$ cat config.mk
export PLATFORM = sky130hd
export DESIGN_NAME = gav_front
export DESIGN_NICKNAME = d
export VERILOG_FILES = /design/src/rtl/gravity_acceleration_vector_unit_assert.svh /design/src/rtl/gav_pkg.sv /design/src/rtl/gav_front.sv
export SDC_FILE = /design/constraint.sdc
export NUM_CORES = 1
export LEC_CHECK = 0
export ABC_CLOCK_PERIOD_IN_PS = 11450
export BUFFER_PORTS_ARGS = -buffer_cell sky130_fd_sc_hd__buf_2
export CORE_ASPECT_RATIO = 1.1
export CORE_MARGIN = 2
export CORE_UTILIZATION = 58
export DETAILED_ROUTE_END_ITERATION = 16
export PLACE_DENSITY = 0.9
export SETUP_SLACK_MARGIN = 0.3
export SLEW_MARGIN = 15
export SYNTH_ARGS = -nofsm -noshare
export SYNTH_HDL_FRONTEND = slang
export SYNTH_SLANG_ARGS = --single-unit
$ cat constraint.sdc
create_clock -name vclk -period 11.45
set_clock_uncertainty 0.05 [all_clocks]
set_input_delay 2.29 -clock vclk [all_inputs]
set_output_delay 2.29 -clock vclk [all_outputs]
set_load 0.01 [all_outputs]
$ cat src/rtl/gravity_acceleration_vector_unit_assert.svh
// Assertion macros shared by the gravity acceleration unit.
`ifndef GRAVITY_ACCELERATION_VECTOR_UNIT_ASSERT_SVH
`define GRAVITY_ACCELERATION_VECTOR_UNIT_ASSERT_SVH

// Same-cycle implication, checked out of reset.
`define GAV_ASSERT_IMPLIES(label, ante, cons, msg) \
    label: assert property (@(posedge i_clk) disable iff (!i_rst_n) (ante) |-> (cons)) \
        else $error(msg);

// Next-cycle implication, checked out of reset.
`define GAV_ASSERT_NEXT(label, ante, cons, msg) \
    label: assert property (@(posedge i_clk) disable iff (!i_rst_n) (ante) |=> (cons)) \
        else $error(msg);

`endif

$ cat src/rtl/gav_pkg.sv
// Shared types and constants for the gravity acceleration unit.
`timescale 1ns / 1ps
package gav_pkg;

    // Field and intermediate widths
    localparam int POS_W    = 48;   // position and delta magnitude
    localparam int MASS_W   = 32;
    localparam int GRAV_W   = 40;
    localparam int ACC_W    = 64;
    localparam int DIST_W   = 49;   // floor of separation
    localparam int DIST2_W  = 97;   // squared separation
    localparam int DIST4_W  = 194;
    localparam int DIST6_W  = 291;  // cube of squared separation
    localparam int GM_W     = 72;
    localparam int PROD_W   = 120;  // GM times delta magnitude
    localparam int PSQ_W    = 240;
    localparam int NUM2_W   = 304;  // squared numerator with the 2^32 scale

    // Configuration register map
    localparam int           APB_ADDR_W   = 3;
    localparam int           APB_DATA_W   = 64;
    localparam logic [APB_ADDR_W-1:0] ADDR_GRAVITY = 3'd0;
    localparam logic [GRAV_W-1:0]     GRAVITY_RESET = 40'd66740000000;

    // Saturation limits of one acceleration component
    localparam logic [ACC_W-1:0] ACC_MAX = {1'b0, {(ACC_W-1){1'b1}}};
    localparam logic [ACC_W-1:0] ACC_MIN = {1'b1, {(ACC_W-1){1'b0}}};

    // One classified transaction from the front end
    typedef struct packed {
        logic [POS_W-1:0]  mag_x;
        logic [POS_W-1:0]  mag_y;
        logic              neg_x;
        logic              neg_y;
        logic              coin;
        logic [MASS_W-1:0] mass;
    } t_item;

    // One finished result
    typedef struct packed {
        logic [ACC_W-1:0]  accel_x;
        logic [ACC_W-1:0]  accel_y;
        logic [DIST_W-1:0] separation;
        logic              coincident;
        logic              saturated;
    } t_result;

endpackage

$ cat src/rtl/gav_front.sv
// Front end: position deltas, magnitudes, signs and the coincidence check.
`timescale 1ns / 1ps
module gav_front import gav_pkg::*; (
    input  logic signed [POS_W-1:0] i_center_x,
    input  logic signed [POS_W-1:0] i_center_y,
    input  logic signed [POS_W-1:0] i_body_x,
    input  logic signed [POS_W-1:0] i_body_y,
    input  logic [MASS_W-1:0]       i_central_mass,
    output t_item                   o_item
);
    logic [POS_W:0] dx;
    logic [POS_W:0] dy;
    logic [POS_W:0] abs_x;
    logic [POS_W:0] abs_y;

    // sign-extended differences, body minus centre
    assign dx    = {i_body_x[POS_W-1], i_body_x} - {i_center_x[POS_W-1], i_center_x};
    assign dy    = {i_body_y[POS_W-1], i_body_y} - {i_center_y[POS_W-1], i_center_y};
    assign abs_x = dx[POS_W] ? (~dx + 1'b1) : dx;
    assign abs_y = dy[POS_W] ? (~dy + 1'b1) : dy;

    // magnitudes fit 48 bits, the difference range being symmetric
    always_comb begin
        o_item.mag_x = abs_x[POS_W-1:0];
        o_item.mag_y = abs_y[POS_W-1:0];
        o_item.neg_x = dx[POS_W];
        o_item.neg_y = dy[POS_W];
        o_item.coin  = (dx == '0) && (dy == '0);
        o_item.mass  = i_central_mass;
    end

endmodule

==> reports/qor.yml <==
outcome:
  status: "finished clean"
global_routing:
  antenna_found_initial: 1
  grt_pass1_vias: 12700
  grt.total_usage_pct: 38.1
  grt-ovfl-total: 0
  grt_max_degree: 43
  grt_pass1_wl_um: 62100
sta:
  hold_viol: 0
  setup_viol: 0
  setup_slack_ns: 2.43
  fmax_mhz: 111
  finalCritPeriodShare_pct: 78.8
  maxSlewViolCount: 0
  worstMarginPinSlew_ns: 0.914
  timing.slew.headroom_pct: 38.6
  rsz0062_at_grt: "no"
  fin_crit_ns: 9.02
  fin_tns_setup_ns: 0
placed_design:
  hpwlAfterDp_um: 33400
  place_area_um2: 11700
  pre_cts_slack_ns: 2.61
  io_buffers: 291
  place_congestion: 1.07
hold_path:
  hold-path-cell-count: 0
  hold_class: "primary input to output port"
  min-delay-start: "i_central_mass[12]"
  holdPathEnd: "o_item[12]"
setup_path:
  worstSetupPathType: "primary input to output port"
  critPathMaxFanout: 8
  crit_slowest_cell: "nor4_2"
  cp_slowest_stage_delay_ns: 0.82
  cp_cell_sequence: "buf_2, ha_1, fa_1, nand2b_1, a211oi_2, o211ai_1, o21ai_1, o21ai_0, xor2_1, o2111ai_1, nor4_2, a31oi_1, xnor2_1, buf_2"
  cpMostUsedCell: "buf_2"
  crit_path_start_kind: "primary input"
  arrival_ns: 6.68
  end_kind: "output port"
  crit_required_ns: 9.11
finish:
  multiInputGateArea_um2: 9420
  final_common_cell: "buf_2"
  areaGrowthSynthToFinish_pct: 11.4
  num-fill-cells: 1680
  n_antenna_cell: 0
  finalInstanceArea_um2: 11700
  ff_latch_area_um2: 0
  final_cell_mix: "291 x buf_2, 160 x nor2_1, 160 x nand2_1"
  layout-drive-gt1-share_pct: 18.8
  nFlopsAndLatches: 0
  utilization_pct: 65.9
  n_clock_buffer: 0
  nNetsFinal: 2158
detailed_routing:
  vias_per_cell: 6.71
  vias: 13900
  drcViolationCount: 0
  dr.first_iter.drc_count: 1450
  ant_nets: 0
  routed_wl_um: 39300
  wl_per_cell_um: 19.0
  dr.pass1.iters: 6
flow_run:
  drv_cap: 0
yosys:
  syn-instance-count: 1651
  synth_area_um2: 10500
  synth_nets: 1975
  synthDistinctLibCells: 101
  ys_warn_count: 0
  ys_seq_area_share_pct: 0
  syn_area_per_cell_um2: 6.36
die:
  die_area_um2: 19200
  core.rowCount: 51
  core_area_um2: 17700
  floorplan.initialDensity_pct: 59.2
  die_x_um: 132
  pin_count: 355
  die_y_um: 145
clock_network:
  cts_resized: 0
  cts_hold_buffers: 0
  cts_setup_buffers: 0
power_and_ir_drop:
  leakagePower_nw: 5.42
  p_total_uw: 954
  irDropWorstVdd_uv: 68.4
  cellPowerDensity_nw_per_um2: 81.5
stage by stage:
step	cells	hold slack, ns
after floorplan	1651	4.62
after global placement	2070	4.53
after detailed placement	2070	4.53
after CTS	2070	4.53
after global routing	2070	4.53
final	2070	4.53
worst max-delay path by stage:
stage,start,end,depth (start not counted)
global placement,i_center_y[0],o_item[75],14
detailed placement,i_center_y[0],o_item[75],14
CTS,i_center_y[0],o_item[75],14
global route,i_body_y[0],o_item[76],15
finish,i_center_y[0],o_item[75],14
floorplan,i_body_y[0],o_item[77],13
power by group:
part | internal, mW | switching, mW | leakage, nW | total [mW]
sequential | 0 | 0 | 0 | 0
combinational | 0.356 | 0.597 | 5.42 | 0.954
clock | 0 | 0 | 0 | 0
total | 0.356 | 0.597 | 5.42 | 0.954
cell families after synthesis:
kind of cell / synth area share (%)
and+or+nand+nor: 30.5
AOI/OAI and AO/OA: 35.1
buffers and inverters: 10.3
xor gates and xnor gates: 11.0
adders and majority gates: 12.1
muxes: 0.989
cells in the mapped netlist (5+ instances only):
master	n	area share, %
or2_2	8	0.48
nand4_1	52	3.1
o22ai_1	6	0.36
o31ai_1	15	1.1
a21oi_1	149	7.1
a41oi_1	6	0.50
o2111ai_1	13	1.1
buf_4	33	2.4
inv_1	132	4.7
a31oi_1	23	1.4
o21ai_0	84	4.0
buf_2	26	1.2
a221oi_1	5	0.42
nor4_2	5	0.60
or3_1	25	1.5
and2_1	23	1.4
a211oi_1	24	1.7
o211ai_1	29	2.1
o2111a_1	5	0.54
nand2b_1	12	0.71
o211a_1	6	0.57
a21o_1	32	2.3
xnor2_1	79	6.6
nor2b_1	9	0.54
and4_1	17	1.4
nand3_1	27	1.3
nor3_1	45	2.1
xor2_1	51	4.3
o21ai_1	14	0.67
mux2i_1	7	0.67
nor3b_1	7	0.50
a211o_1	12	1.0
o21a_1	33	2.4
a21boi_0	6	0.43
and3_1	14	0.83
nor2_1	160	5.7
clkbuf_1	51	1.8
nor4_1	24	1.4
o21bai_1	11	0.79
ha_1	98	12
a311oi_1	10	0.83
nand2_1	160	5.7
worst max-delay path, delay by kind of cell:
family | cells | cell delay [ns]
buffers and inverters | 2 | 0.31
and+or+nand+nor | 2 | 1.06
adders and majority gates | 2 | 0.64
AOI/OAI and AO/OA | 6 | 1.77
xor gates and xnor gates | 2 | 0.60
layer usage:
metal | vias to the layer above | wire length (µm) | track usage [%] | share of wire (%)
li1 | 6430 | - | - | -
met1 | 6228 | 14900 | 47.2 | 38
met2 | 1010 | 18000 | 66.6 | 46
met3 | 211 | 4340 | 4.16 | 11
met4 | 2 | 2090 | 16.1 | 5.3
met5 | - | 13 | 0 | 0.033
area by class of cell:
type,instances,area share [%]
well taps,238,2.55
multi-input cells,1404,80.5
inverters,134,4.30
repair buffers,294,12.6
(Power assumes the default switching activity.)
