<file path="src/rtl/gravity_acceleration_vector_unit_assert.svh">
// Assertion macros shared by the gravity acceleration unit.
`ifndef GRAVITY_ACCELERATION_VECTOR_UNIT_ASSERT_SVH
`define GRAVITY_ACCELERATION_VECTOR_UNIT_ASSERT_SVH

// Same-cycle implication, checked out of reset.
`define GAV_ASSERT_IMPLIES(label, ante, cons, msg) \
    label: assert property (@(posedge i_clk) disable iff (!i_rst_n) (ante) |-> (cons)) \
        else $error(msg);

// Next-cycle implication, checked out of reset.
`define GAV_ASSERT_NEXT(label, ante, cons, msg) \
    label: assert property (@(posedge i_clk) disable iff (!i_rst_n) (ante) |=> (cons)) \
        else $error(msg);

`endif

</file>
<file path="src/rtl/gav_fifo.sv">
// Small register queue with a combinational head.
`timescale 1ns / 1ps
module gav_fifo #(
    parameter int W     = 8,
    parameter int DEPTH = 4
) (
    input  logic         i_clk,
    input  logic         i_rst_n,
    input  logic         i_push,
    input  logic [W-1:0] i_data,
    output logic         o_full,
    input  logic         i_pop,
    output logic [W-1:0] o_data,
    output logic         o_empty
);
    localparam int AW = (DEPTH > 1) ? $clog2(DEPTH) : 1;
    localparam int CW = $clog2(DEPTH + 1);

    logic [W-1:0]  r_mem [DEPTH];
    logic [AW-1:0] r_wr;
    logic [AW-1:0] r_rd;
    logic [CW-1:0] r_cnt;
    logic          do_push;
    logic          do_pop;

    assign o_full  = (r_cnt == CW'(DEPTH));
    assign o_empty = (r_cnt == '0);
    assign o_data  = r_mem[r_rd];
    assign do_push = i_push && !o_full;
    assign do_pop  = i_pop && !o_empty;

    // storage
    always_ff @(posedge i_clk) begin
        if (do_push) begin
            r_mem[r_wr] <= i_data;
        end
    end

    // pointers and fill count
    always_ff @(posedge i_clk) begin
        if (!i_rst_n) begin
            r_wr  <= '0;
            r_rd  <= '0;
            r_cnt <= '0;
        end else begin
            if (do_push) begin
                r_wr <= (r_wr == AW'(DEPTH - 1)) ? '0 : r_wr + AW'(1);
            end
            if (do_pop) begin
                r_rd <= (r_rd == AW'(DEPTH - 1)) ? '0 : r_rd + AW'(1);
            end
            unique case ({do_push, do_pop})
                2'b10:   r_cnt <= r_cnt + CW'(1);
                2'b01:   r_cnt <= r_cnt - CW'(1);
                default: r_cnt <= r_cnt;
            endcase
        end
    end

endmodule

</file>
<file path="config.mk">
export PLATFORM = sky130hd
export DESIGN_NAME = gav_fifo
export DESIGN_NICKNAME = d
export VERILOG_FILES = /design/src/rtl/gravity_acceleration_vector_unit_assert.svh /design/src/rtl/gav_fifo.sv
export SDC_FILE = /design/constraint.sdc
export NUM_CORES = 1
export LEC_CHECK = 0
export BUFFER_PORTS_ARGS = -buffer_cell sky130_fd_sc_hd__buf_2
export CAP_MARGIN = 15
export CORE_MARGIN = 2
export CORE_UTILIZATION = 30
export CTS_CLUSTER_DIAMETER = 150
export DETAILED_ROUTE_END_ITERATION = 10
export PLACE_DENSITY = 0.43
export SLEW_MARGIN = 15
export SYNTH_ARGS = -nofsm -noshare
export SYNTH_HDL_FRONTEND = slang
export SYNTH_SLANG_ARGS = --single-unit
</file>
<file path="constraint.sdc">
create_clock -name i_clk -period 2.2 [get_ports i_clk]
set_input_delay 0.33 -clock i_clk [delete_from_list [all_inputs] [get_ports i_clk]]
set_output_delay 0.33 -clock i_clk [all_outputs]
set_load 0.03 [all_outputs]
</file>
==> results.md, run 1 <==
* CTS tree: yes
* P&R area growth vs syn at 18.8%
* Hold Path Class: in -> reg
* Clock-pin slew on the worst setup and hold paths at 0.08 ns
* Crit Reg-Reg Startpoint: r_cnt[1]$_SDFFE_PN0P_
* First-pass GRT wire length at between 4 and 5 mm
* CP most frequent cell: inv_1
* Largest net degree at the start of global routing at 14
* # DRC at 0
* Syn_nets at 117
* Htree depth at 2
* Post-synthesis register bit count at between 40 and 50
* Cell Int Power at 1.52 mW
* Period utilisation layout at 90.1%
* Fmax at roughly 500 MHz
* Static Leakage at roughly 0.70 nW
* Fraction of layout cells with a size suffix above 1 at 35.2%
* Core area at around 0.0052 mm^2
* Post-DRT Antenna Nets at 0
* Layout Skew at 0.00987 ns
* CTS Hold Bufs at 0
* Buffers added on ports at 21
* Dpl hpwl at approximately 1.9 mm
* Drt wl/cell at 14.3 um
* Hold Vio Cnt, Final at 0
* Commonest non-fill, non-tap cell in the layout: edfxtp_1
* Worst-Margin Slew at roughly 0.48 ns
* Critical path depth at 9
* DRT Wirelength at about 2.8 mm
* Worst EP required at 2.42 ns
* Row cnt at 26
* Clock Sinks at 41
* Startpoint types: flip-flop
* Worst path max stage delay at around 0.38 ns
* Sequential share of power at a little under half
* Average size of a mapped cell at ~17 um^2
* Switching share of power at 32.1%
* Max_cap viols at 0
* Synth Cell Area at around 0.0016 mm^2
* Setup slack, reg-to-reg at 0.22 ns
* Peak supply drop at just over 0.4 mV
* Buf+Inv Stages, Crit Path at 2
* Final core occ at 37.5%
* Detailed Route Iter0 Violations at 57
* Antenna violations before repair at 0
* Critical path cell sequence: nor3b_4 -> nor2b_2 -> inv_1 -> ha_2 -> inv_1 -> fa_2 -> xor2_1 -> or3_1 -> a21boi_1
* Fin crit period at approximately 2.0 ns
* CTS Buffer Depth at 2
* Inserted Diodes at 0
* Placer congestion estimate at roughly 0.65
* Clk root buf: clkbuf_8
* Number of global-route vias before repair at a little over 900
* Endpoints failing setup at 0
* Critical Path Start: r_cnt[1]$_SDFFE_PN0P_
* Gr usage total at a little over a tenth
* RR Endpoint: r_cnt[2]$_SDFFE_PN0P_
* RSZ-0062 raised after global routing: no
* GR Overflow Total at 0
* Clock share of power at about 24%
* DRT Pass-1 Iters at 4
* DR vias/cell at around 4.5
* Die area at between 0.006 and 0.007 mm^2
* Normalized max-slew margin at approximately 68%
* Power per cell area at ~1100 mW/mm^2
* Worst Setup EP: r_cnt[2]$_SDFFE_PN0P_
* Pins Over Slew Limit at 0
* Comb power frac at a little under a third
* Gate Count Post-Synth at 98
* Post-route setup TNS at 0 ns
* Number of I/O pins at 22
* Total number of yosys warnings at 0
* Skew-Pair Late Insertion Delay at 0.29 ns
* Nets at approximately 140
* Sequential share of the synthesized area at 69.4%
* Post-synth cell types at 22
* Switch Pwr at between 0.7 and 0.8 mW
* Setup crit end kind: flip-flop
* Die width at just under 80 um
* Top cell family by delay on the critical path: simple AND/OR/NAND/NOR gates
* Starting Density at roughly a third
* Crit Path Max Fanout at 7
* Hold Path Depth at 1
* Total number of vias at 870
* Status: completed
* Reg2Reg Depth at 9
* Commonest non-fill, non-tap cells in the layout: edfxtp_1 (32), buf_2 (21), mux4_2 (8)
* Worst Path Arrival at approximately 2.2 ns
* CTS buffer count at 5
* Die Height at 78.0 um
* CP max stage cell: dfxtp_1
* CP Class: reg -> reg
==> cells in the mapped netlist <==
library cell | number | share of area [%]
nor3b_2 | 1 | 0.76
inv_1 | 7 | 1.6
dfxtp_1 | 9 | 11
and2_1 | 6 | 2.3
nor2_1 | 2 | 0.46
clkbuf_1 | 2 | 0.46
buf_2 | 2 | 0.61
edfxtp_1 | 32 | 58
nor2b_1 | 1 | 0.38
nor3_1 | 1 | 0.30
a21boi_0 | 1 | 0.46
o21ai_0 | 4 | 1.2
ha_1 | 6 | 4.6
mux2i_1 | 2 | 1.2
o31ai_1 | 1 | 0.46
xor2_1 | 1 | 0.53
xnor2_1 | 1 | 0.53
or3_1 | 1 | 0.38
nand3_1 | 2 | 0.61
fa_1 | 1 | 1.2
mux4_2 | 8 | 11
nand2_1 | 7 | 1.6
==> repair_timing <==
item	in CTS	in global routing
buffers inserted	0	0
setup endpoints to repair	0	2
resized for setup	0	1
==> routing by layer <==
metal	GRT usage (%)	part of all wire [%]	up-vias
met5	0	0	-
met4	6.49	2.6	0
met3	3.22	3.8	8
met2	15.9	47	14
met1	13.8	47	438
li1	-	-	410
==> worst register-to-register path, cell delays in order (launching register included) <==
cell and delay, ns:
dfxtp_1 0.38, nor3b_4 0.21, nor2b_2 0.11, inv_1 0.07, ha_2 0.18, inv_1 0.05, fa_2 0.33, xor2_1 0.16
or3_1 0.31, a21boi_1 0.14
==> stage by stage <==
stage / power [mW] / std cells / cell area [um^2] / worst slack, ns / hold slack [ns]
2_1_floorplan: 1.53 / 98 / 1660 / 0.0153 / 0.429
3_3_place_gp: 1.72 / 187 / 1850 / 0.220 / 0.488
3_5_place_dp: 1.74 / 187 / 1850 / 0.145 / 0.500
4_1_cts: 2.28 / 195 / 1950 / 0.149 / 0.245
5_1_grt: 2.38 / 195 / 1950 / 0.102 / 0.248
6_report: 2.24 / 195 / 1950 / 0.218 / 0.259
==> cell families after synthesis <==
family | share of synthesized area (%)
buffers and inverters | 2.66
adders and majority gates | 5.78
DFF | 69.4
xor gates and xnor gates | 1.07
AOI/OAI and AO/OA | 2.13
muxes | 12.2
and+or+nand+nor | 6.77
==> worst min path at each step <==
stage | end | startpoint | slack [ns]
global placement | r_cnt[2]$_SDFFE_PN0P_ | r_cnt[2]$_SDFFE_PN0P_ | 0.49
floorplan | r_mem[0][0]$_DFFE_PP_ | i_data[0] | 0.43
global route | r_mem[1][2]$_DFFE_PP_ | i_data[2] | 0.25
finish | r_mem[1][0]$_DFFE_PP_ | i_data[0] | 0.26
CTS | r_mem[2][1]$_DFFE_PP_ | i_data[1] | 0.24
detailed placement | r_cnt[2]$_SDFFE_PN0P_ | r_cnt[2]$_SDFFE_PN0P_ | 0.50
==> registers in the layout (all words and copies together), names as in the netlist, named ones only <==
register,cells
r_mem,32
r_cnt,3
r_wr,2
r_rd,2
==> power groups by stage <==
stage | combinational (mW) | clock (mW) | sequential [mW]
2_1_floorplan | 0.521 | 0 | 1.01
3_3_place_gp | 0.686 | 0 | 1.03
3_5_place_dp | 0.697 | 0 | 1.04
4_1_cts | 0.699 | 0.556 | 1.02
5_1_grt | 0.755 | 0.596 | 1.03
6_report | 0.685 | 0.541 | 1.02
==> cell type report <==
cell class | count | area (um^2)
Fill cell | 515 | 3250
Multi-Input combinational cell | 46 | 473
Clock buffer | 7 | 97.6
Tap cell | 70 | 87.6
Inverter | 7 | 26.3
Timing Repair Buffer | 23 | 120
Clock inverter | 1 | 5.00
Sequential cell | 41 | 1140
No activity file was read; power rests on OpenSTA's default activity.
==> run 2: changes to the inputs <==
--- a/config.mk
+++ b/config.mk
@@ -9,7 +9,7 @@
 export CAP_MARGIN = 15
 export CORE_MARGIN = 2
 export CORE_UTILIZATION = 30
-export CTS_CLUSTER_DIAMETER = 150
+export CTS_BUF_LIST = sky130_fd_sc_hd__clkbuf_2
 export DETAILED_ROUTE_END_ITERATION = 10
 export PLACE_DENSITY = 0.43
 export SLEW_MARGIN = 15
==> run 2 against run 1 <==
Against the previous run:
- worst hold slack worse by 0.12 ns
- largest power group unchanged
- via count is 0.11% lower
- critical path depth is 6 lower
- critical endpoint is now o_data[3]
- clock skew is 0.016 ns higher
- power is 5.0% lower
- worst setup slack worse by 0.027 ns
- global-route usage is 0.074 points lower
- die area stayed put
==> results.md, run 2 (synthesized netlist as in run 1, its figures left out) <==
* Worst Path Arrival at 1.68 ns (-0.53 ns)
* Area occupied by multi-input gates at 473 um^2 (unchanged)
* Final Power at 2.13 mW (-5.0%)
* Max_cap viols at 0 (unchanged)
* Reg2Reg Depth at 9 (unchanged)
* Reg area at 0.00114 mm^2 (unchanged)
* Row cnt at 26 (unchanged)
* Clk root buf: clkbuf_2
* Gr usage total at 10.6% (-0.074 points)
* Starting Density at 31.6% (unchanged)
* Inserted Diodes at 0 (unchanged)
* Clock-pin slew on the worst setup and hold paths at 0.21 ns (+0.13 ns)
* Post-DRT Antenna Nets at 0 (unchanged)
* Die width at 78.0 um (unchanged)
* Static Leakage at 0.691 nW (-1.5%)
* Antenna violations before repair at 0 (unchanged)
* Sequential share of power at 47.7% (+2.3 points)
* Fin crit period at 2.01 ns (+0.0265 ns)
* Fmax at 498 MHz (-1.3%)
* Switch Pwr at 0.705 mW (-2.2%)
* Hold Vio Cnt, Final at 0 (unchanged)
* CTS buffer count at 5 (unchanged)
* Commonest non-fill, non-tap cell in the layout: edfxtp_1
* Nets at 143 (unchanged)
* DRT Wirelength at 2.79 mm (-0.18%)
* Drt wl/cell at 14.3 um (-0.18%)
* Post-route setup TNS at 0 ns (unchanged)
* RSZ-0062 raised after global routing: no
* Number of global-route vias before repair at 905 (-2.7%)
* Buf+Inv Stages, Crit Path at 2 (unchanged)
* HP Start: i_data[0]
* First-pass GRT wire length at 4.77 mm (-0.87%)
* Endpoints failing setup at 0 (unchanged)
* Skew-Pair Late Insertion Delay at 0.39 ns (+0.10 ns)
* Critical path depth at 3 (-6)
* Clock Sinks at 41 (unchanged)
* Startpoint types: flip-flop
* Peak supply drop at 0.408 mV (-0.15%)
* Worst-Margin Slew at 0.474 ns (-0.00582 ns)
* Crit Path Max Fanout at 8 (+1)
* Pins Over Slew Limit at 0 (unchanged)
* # DRC at 0 (unchanged)
* Buffers added on ports at 21 (unchanged)
* Number of I/O pins at 22 (unchanged)
* Top cell family by delay on the critical path: multiplexers
* Hold Path Class: in -> reg
* Power per cell area at 1110 mW/mm^2 (-3.1%)
* Total number of vias at 869 (-0.11%)
* RR Endpoint: r_cnt[2]$_SDFFE_PN0P_
* Layout Skew at 0.0255 ns (+0.0157 ns)
* Hold Path Depth at 1 (unchanged)
* CP Class: reg -> out
* Number of fill cells at 517 (+0.39%)
* Status: completed
* Setup crit end kind: output port
* Htree depth at 2 (unchanged)
* Critical path cell sequence: buf_4 -> mux4_2 -> buf_2
* Pre-CTS setup slack at 0.145 ns (unchanged)
* # Post-CTS Setup Buffers at 0 (unchanged)
* DR vias/cell at 4.46 (-0.11%)
* Dpl hpwl at 1.91 mm (unchanged)
* Comb power frac at 32.1% (+1.6 points)
* Core area at 0.00520 mm^2 (unchanged)
* Cell Int Power at 1.43 mW (-6.3%)
* Commonest non-fill, non-tap cells in the layout: edfxtp_1 (32), buf_2 (21), mux4_2 (8)
* Placer congestion estimate at 0.653 (unchanged)
* Normalized max-slew margin at 68.4% (+0.39 points)
* Period utilisation layout at 91.3% (+1.2 points)
* DRT Pass-1 Iters at 4 (unchanged)
* Biggest regs: r_mem: 32 flops, r_cnt: 3 flops
* Setup slack, reg-to-reg at 0.20 ns (-0.02 ns)
* Largest net degree at the start of global routing at 14 (unchanged)
* Die area at 0.00609 mm^2 (unchanged)
* Switching share of power at 33.1% (+0.94 points)
* CTS tree: yes
* GR Overflow Total at 0 (unchanged)
* Die Height at 78.0 um (unchanged)
* Clock share of power at 20.1% (-4.0 points)
* Detailed Route Iter0 Violations at 72 (+26%)
* Worst path max stage delay at 0.52 ns (+0.14 ns)
* CTS Hold Bufs at 0 (unchanged)
* Fraction of layout cells with a size suffix above 1 at 36.0% (+0.80 points)
* P&R area growth vs syn at 16.5%
* Worst EP required at 1.87 ns (-0.55 ns)
* Setup ws final at 0.191 ns (-0.0265 ns)
* CP max stage cell: mux4_2
* Crit Reg-Reg Startpoint: r_cnt[2]$_SDFFE_PN0P_
* Max FFs per register at 32 (unchanged)
* Largest Register: r_mem
* CTS Buffer Depth at 2 (unchanged)
* WHS Endpoint: r_mem[1][0]$_DFFE_PP_
-- run 2: worst max-delay path by stage --
stage / start / to / slack (ns)
final: flip-flop / o_data[3] / 0.19
after detailed placement: r_cnt[1]$_SDFFE_PN0P_ / r_cnt[2]$_SDFFE_PN0P_ / 0.14
after global routing: flip-flop / o_data[1] / 0.06
after global placement: r_cnt[1]$_SDFFE_PN0P_ / r_cnt[1]$_SDFFE_PN0P_ / 0.22
after floorplan: r_cnt[0]$_SDFFE_PN0P_ / r_cnt[2]$_SDFFE_PN0P_ / 0.02
after CTS: flip-flop / o_data[7] / 0.12
-- run 2: worst reg2reg max path, cell delays in order, from the launching register on --
cell      delay [ns]
dfxtp_2         0.41
nor3b_4         0.21
nor2b_2         0.11
inv_1           0.07
ha_2            0.18
inv_1           0.05
fa_2            0.33
xor2_1          0.16
or3_1           0.31
a21boi_1        0.14
-- run 2: final cells by class --
cell class | count | share of cell area, %
inverters | 7 | 1.37
multi-input cells | 46 | 24.7
repair buffers | 23 | 6.27
well taps | 70 | 4.57
clock inverters | 2 | 1.83
clock buffers | 6 | 1.57
flip-flops and latches | 41 | 59.7
-- run 2: metal layers --
| metal | global-route usage [%] | vias up | part of all wire [%] |
|---|---|---|---|
| met1 | 13.9 | 435 | 46 |
| met5 | 0 | - | 0 |
| li1 | - | 410 | - |
| met4 | 6.32 | 0 | 2.4 |
| met3 | 3.22 | 7 | 3.9 |
| met2 | 15.7 | 17 | 47 |
-- run 2: power by group through the flow --
stage | logic (mW) | registers [mW] | clock network, mW
after floorplan | 0.521 | 1.01 | 0
after global placement | 0.686 | 1.03 | 0
after detailed placement | 0.697 | 1.04 | 0
after CTS | 0.698 | 1.02 | 0.450
after global routing | 0.755 | 1.03 | 0.484
final | 0.684 | 1.02 | 0.429
-- run 2: metrics by stage --
| stage | hold slack [ns] | cells | utilization (%) | area, um^2 |
|---|---|---|---|---|
| floorplan | 0.429 | 98 | - | 1660 |
| global placement | 0.488 | 187 | 35.5 | 1850 |
| detailed placement | 0.500 | 187 | 35.5 | 1850 |
| CTS | 0.105 | 195 | 36.8 | 1910 |
| global route | 0.0821 | 195 | 36.8 | 1920 |
| finish | 0.140 | 195 | 36.8 | 1920 |
-- run 2: repair_timing --
item                                    CTS  global route
gates resized for setup                   0             1
endpoints found under the setup margin    0             2
hold endpoints to repair                  0             0
==> run 3: changes to the inputs <==
--- a/config.mk
+++ b/config.mk
@@ -7,12 +7,15 @@
 export LEC_CHECK = 0
 export BUFFER_PORTS_ARGS = -buffer_cell sky130_fd_sc_hd__buf_2
 export CAP_MARGIN = 15
+export CELL_PAD_IN_SITES_DETAIL_PLACEMENT = 0
+export CELL_PAD_IN_SITES_GLOBAL_PLACEMENT = 2
 export CORE_MARGIN = 2
 export CORE_UTILIZATION = 30
 export CTS_BUF_LIST = sky130_fd_sc_hd__clkbuf_2
 export DETAILED_ROUTE_END_ITERATION = 10
-export PLACE_DENSITY = 0.43
+export PLACE_DENSITY = 0.56
 export SLEW_MARGIN = 15
 export SYNTH_ARGS = -nofsm -noshare
 export SYNTH_HDL_FRONTEND = slang
 export SYNTH_SLANG_ARGS = --single-unit
+export TNS_END_PERCENT = 30
==> run 3 against run 2 <==
Against the previous run:
- die area unchanged
- cell area rose by 0.26%
- critical path depth is the same
- worst hold slack worse by 0.015 ns
==> results.md, run 3 (synthesized netlist as in run 1, its figures left out) <==
* Placer congestion estimate at 0.635 (-2.8%)
* Post-DRT Antenna Nets at 0 (unchanged)
* Commonest non-fill, non-tap cells in the layout: edfxtp_1 (32), buf_2 (21), mux4_2 (8)
* Total number of vias at 840 (-3.3%)
* Layout Skew at 0.0171 ns (-0.00841 ns)
* CP Class: reg -> out
* Worst Path Arrival at 1.66 ns (-0.02 ns)
* Static Leakage at 0.695 nW (+0.54%)
* # Post-CTS Setup Buffers at 0 (unchanged)
* Die area at 0.00609 mm^2 (unchanged)
* Die width at 78.0 um (unchanged)
* Number of I/O pins at 22 (unchanged)
* Fin crit period at 1.99 ns (-0.0160 ns)
* DR vias/cell at 4.29 (-3.8%)
* Htree depth at 2 (unchanged)
* Status: completed
* PostCTS Resize Cnt at 0 (unchanged)
* Antenna violations before repair at 0 (unchanged)
* Clock-pin slew on the worst setup and hold paths at 0.21 ns (about the same)
* First-pass GRT wire length at 4.35 mm (-8.9%)
* Number of global-route vias before repair at 879 (-2.9%)
* Clk root buf: clkbuf_2
* Endpoints failing setup at 0 (unchanged)
* Fraction of layout cells with a size suffix above 1 at 35.7% (-0.29 points)
* Starting Density at 31.6% (unchanged)
* Startpoint types: flip-flop
* Area occupied by multi-input gates at 470 um^2 (-0.53%)
* Critical path cell sequence: buf_4 -> mux4_2 -> buf_2
* Post-route setup TNS at 0 ns (unchanged)
* Worst path max stage delay at 0.52 ns (about the same)
* Placed inst area at 0.00186 mm^2 (+0.41%)
* Hold Slack at 0.125 ns (-0.0153 ns)
* Nets at 144 (+0.70%)
* CTS Hold Bufs at 0 (unchanged)
* Crit Reg-Reg Startpoint: r_cnt[0]$_SDFFE_PN0P_
* Drt wl/cell at 14.1 um (-1.3%)
* Detailed Route Iter0 Violations at 20 (-72%)
* HP Start: i_data[0]
* Setup crit end kind: output port
* Reg area at 0.00114 mm^2 (unchanged)
* Peak supply drop at 0.409 mV (+0.34%)
* Max_cap viols at 0 (unchanged)
* CP max stage cell: mux4_2
* Inserted Diodes at 0 (unchanged)
* RSZ-0062 raised after global routing: no
* WHS Endpoint: r_mem[2][0]$_DFFE_PP_
* Number of fill cells at 514 (-0.58%)
* Reg2Reg Depth at 9 (unchanged)
* Gr usage total at 10.1% (-0.55 points)
* Power per cell area at 1110 mW/mm^2 (-0.63%)
* CTS tree: yes
* Setup slack, reg-to-reg at 0.28 ns (+0.08 ns)
* Hold Vio Cnt, Final at 0 (unchanged)
* Clock Sinks at 41 (unchanged)
* # DRC at 0 (unchanged)
* Hold Path Class: in -> reg
* Hold Path Depth at 1 (unchanged)
* Largest Register: r_mem
* Core area at 0.00520 mm^2 (unchanged)
* CTS buffer count at 5 (unchanged)
* RR Endpoint: r_cnt[2]$_SDFFE_PN0P_
* Worst-Margin Slew at 0.490 ns (+0.0164 ns)
* Biggest regs: r_mem: 32 flops, r_cnt: 3 flops
* Dpl hpwl at 1.92 mm (+0.40%)
* Max FFs per register at 32 (unchanged)
* Normalized max-slew margin at 67.3% (-1.1 points)
* Commonest non-fill, non-tap cell in the layout: edfxtp_1
* Worst EP required at 1.87 ns (about the same)
* Period utilisation layout at 90.6% (-0.73 points)
* Row cnt at 26 (unchanged)
* Skew-Pair Late Insertion Delay at 0.40 ns (about the same)
* CTS Buffer Depth at 2 (unchanged)
* Largest net degree at the start of global routing at 14 (unchanged)
* GR Overflow Total at 0 (unchanged)
* DRT Wirelength at 2.77 mm (-0.82%)
* Crit Path Max Fanout at 8 (unchanged)
* Die Height at 78.0 um (unchanged)
* Final instance area at 0.00192 mm^2 (+0.26%)
* P&R area growth vs syn at 16.8%
* Fmax at 502 MHz (+0.80%)
* Pins Over Slew Limit at 0 (unchanged)
* Buffers added on ports at 21 (unchanged)
* DRT Pass-1 Iters at 3 (-1)
==> run 3: changes by cell type in the layout (fill, tap and decap cells not counted) <==
| cell | delta |
|---|---|
| nor2b_1 | +1 |
| nor2b_2 | -1 |
| buf_4 | +1 |
==> run 3: report_power, final <==
group / internal, mW / leakage [nW] / switching, mW / total [mW]
clock network: 0.196 / 0.0430 / 0.235 / 0.430
logic: 0.283 / 0.284 / 0.397 / 0.679
registers: 0.949 / 0.368 / 0.0656 / 1.01
==> run 3: metal layers <==
metal,vias to the layer above,routed length (um),global-route usage (%)
met5,-,0,0
met1,406,1220,11.1
met4,0,63,5.79
met3,7,90,3.56
met2,14,1400,16.9
li1,413,-,-
==> run 3: final cells by class <==
cell class	instances	share of cell area [%]
flip-flops and latches	41	59.5
multi-input cells	46	24.5
well taps	70	4.56
inverters	7	1.37
clock buffers	6	1.56
repair buffers	24	6.64
clock inverters	2	1.82
==> run 3: per-stage QoR <==
stage / utilization, % / cells / power (mW) / setup slack (ns)
finish: 36.9 / 196 / 2.12 / 0.207
global route: 36.9 / 196 / 2.25 / 0.104
CTS: 36.9 / 196 / 2.16 / 0.154
detailed placement: 35.6 / 188 / 1.73 / 0.296
global placement: 35.6 / 188 / 1.72 / 0.345
floorplan: - / 98 / 1.53 / 0.0153
==> run 3: critical path, delay by kind of cell (launching register included) <==
kind | cells | cell delay (ns)
flip-flops | 1 | 0.35
buffers and inverters | 2 | 0.39
multiplexers | 1 | 0.52
==> run 3: worst max path at each step <==
stage,startpoint,end,slack [ns]
2_1_floorplan,r_cnt[0]$_SDFFE_PN0P_,r_cnt[2]$_SDFFE_PN0P_,0.02
3_3_place_gp,r_cnt[0]$_SDFFE_PN0P_,r_cnt[2]$_SDFFE_PN0P_,0.34
3_5_place_dp,r_cnt[2]$_SDFFE_PN0P_,r_cnt[2]$_SDFFE_PN0P_,0.30
4_1_cts,flip-flop,o_data[3],0.15
5_1_grt,flip-flop,o_data[3],0.10
6_report,flip-flop,o_data[3],0.21
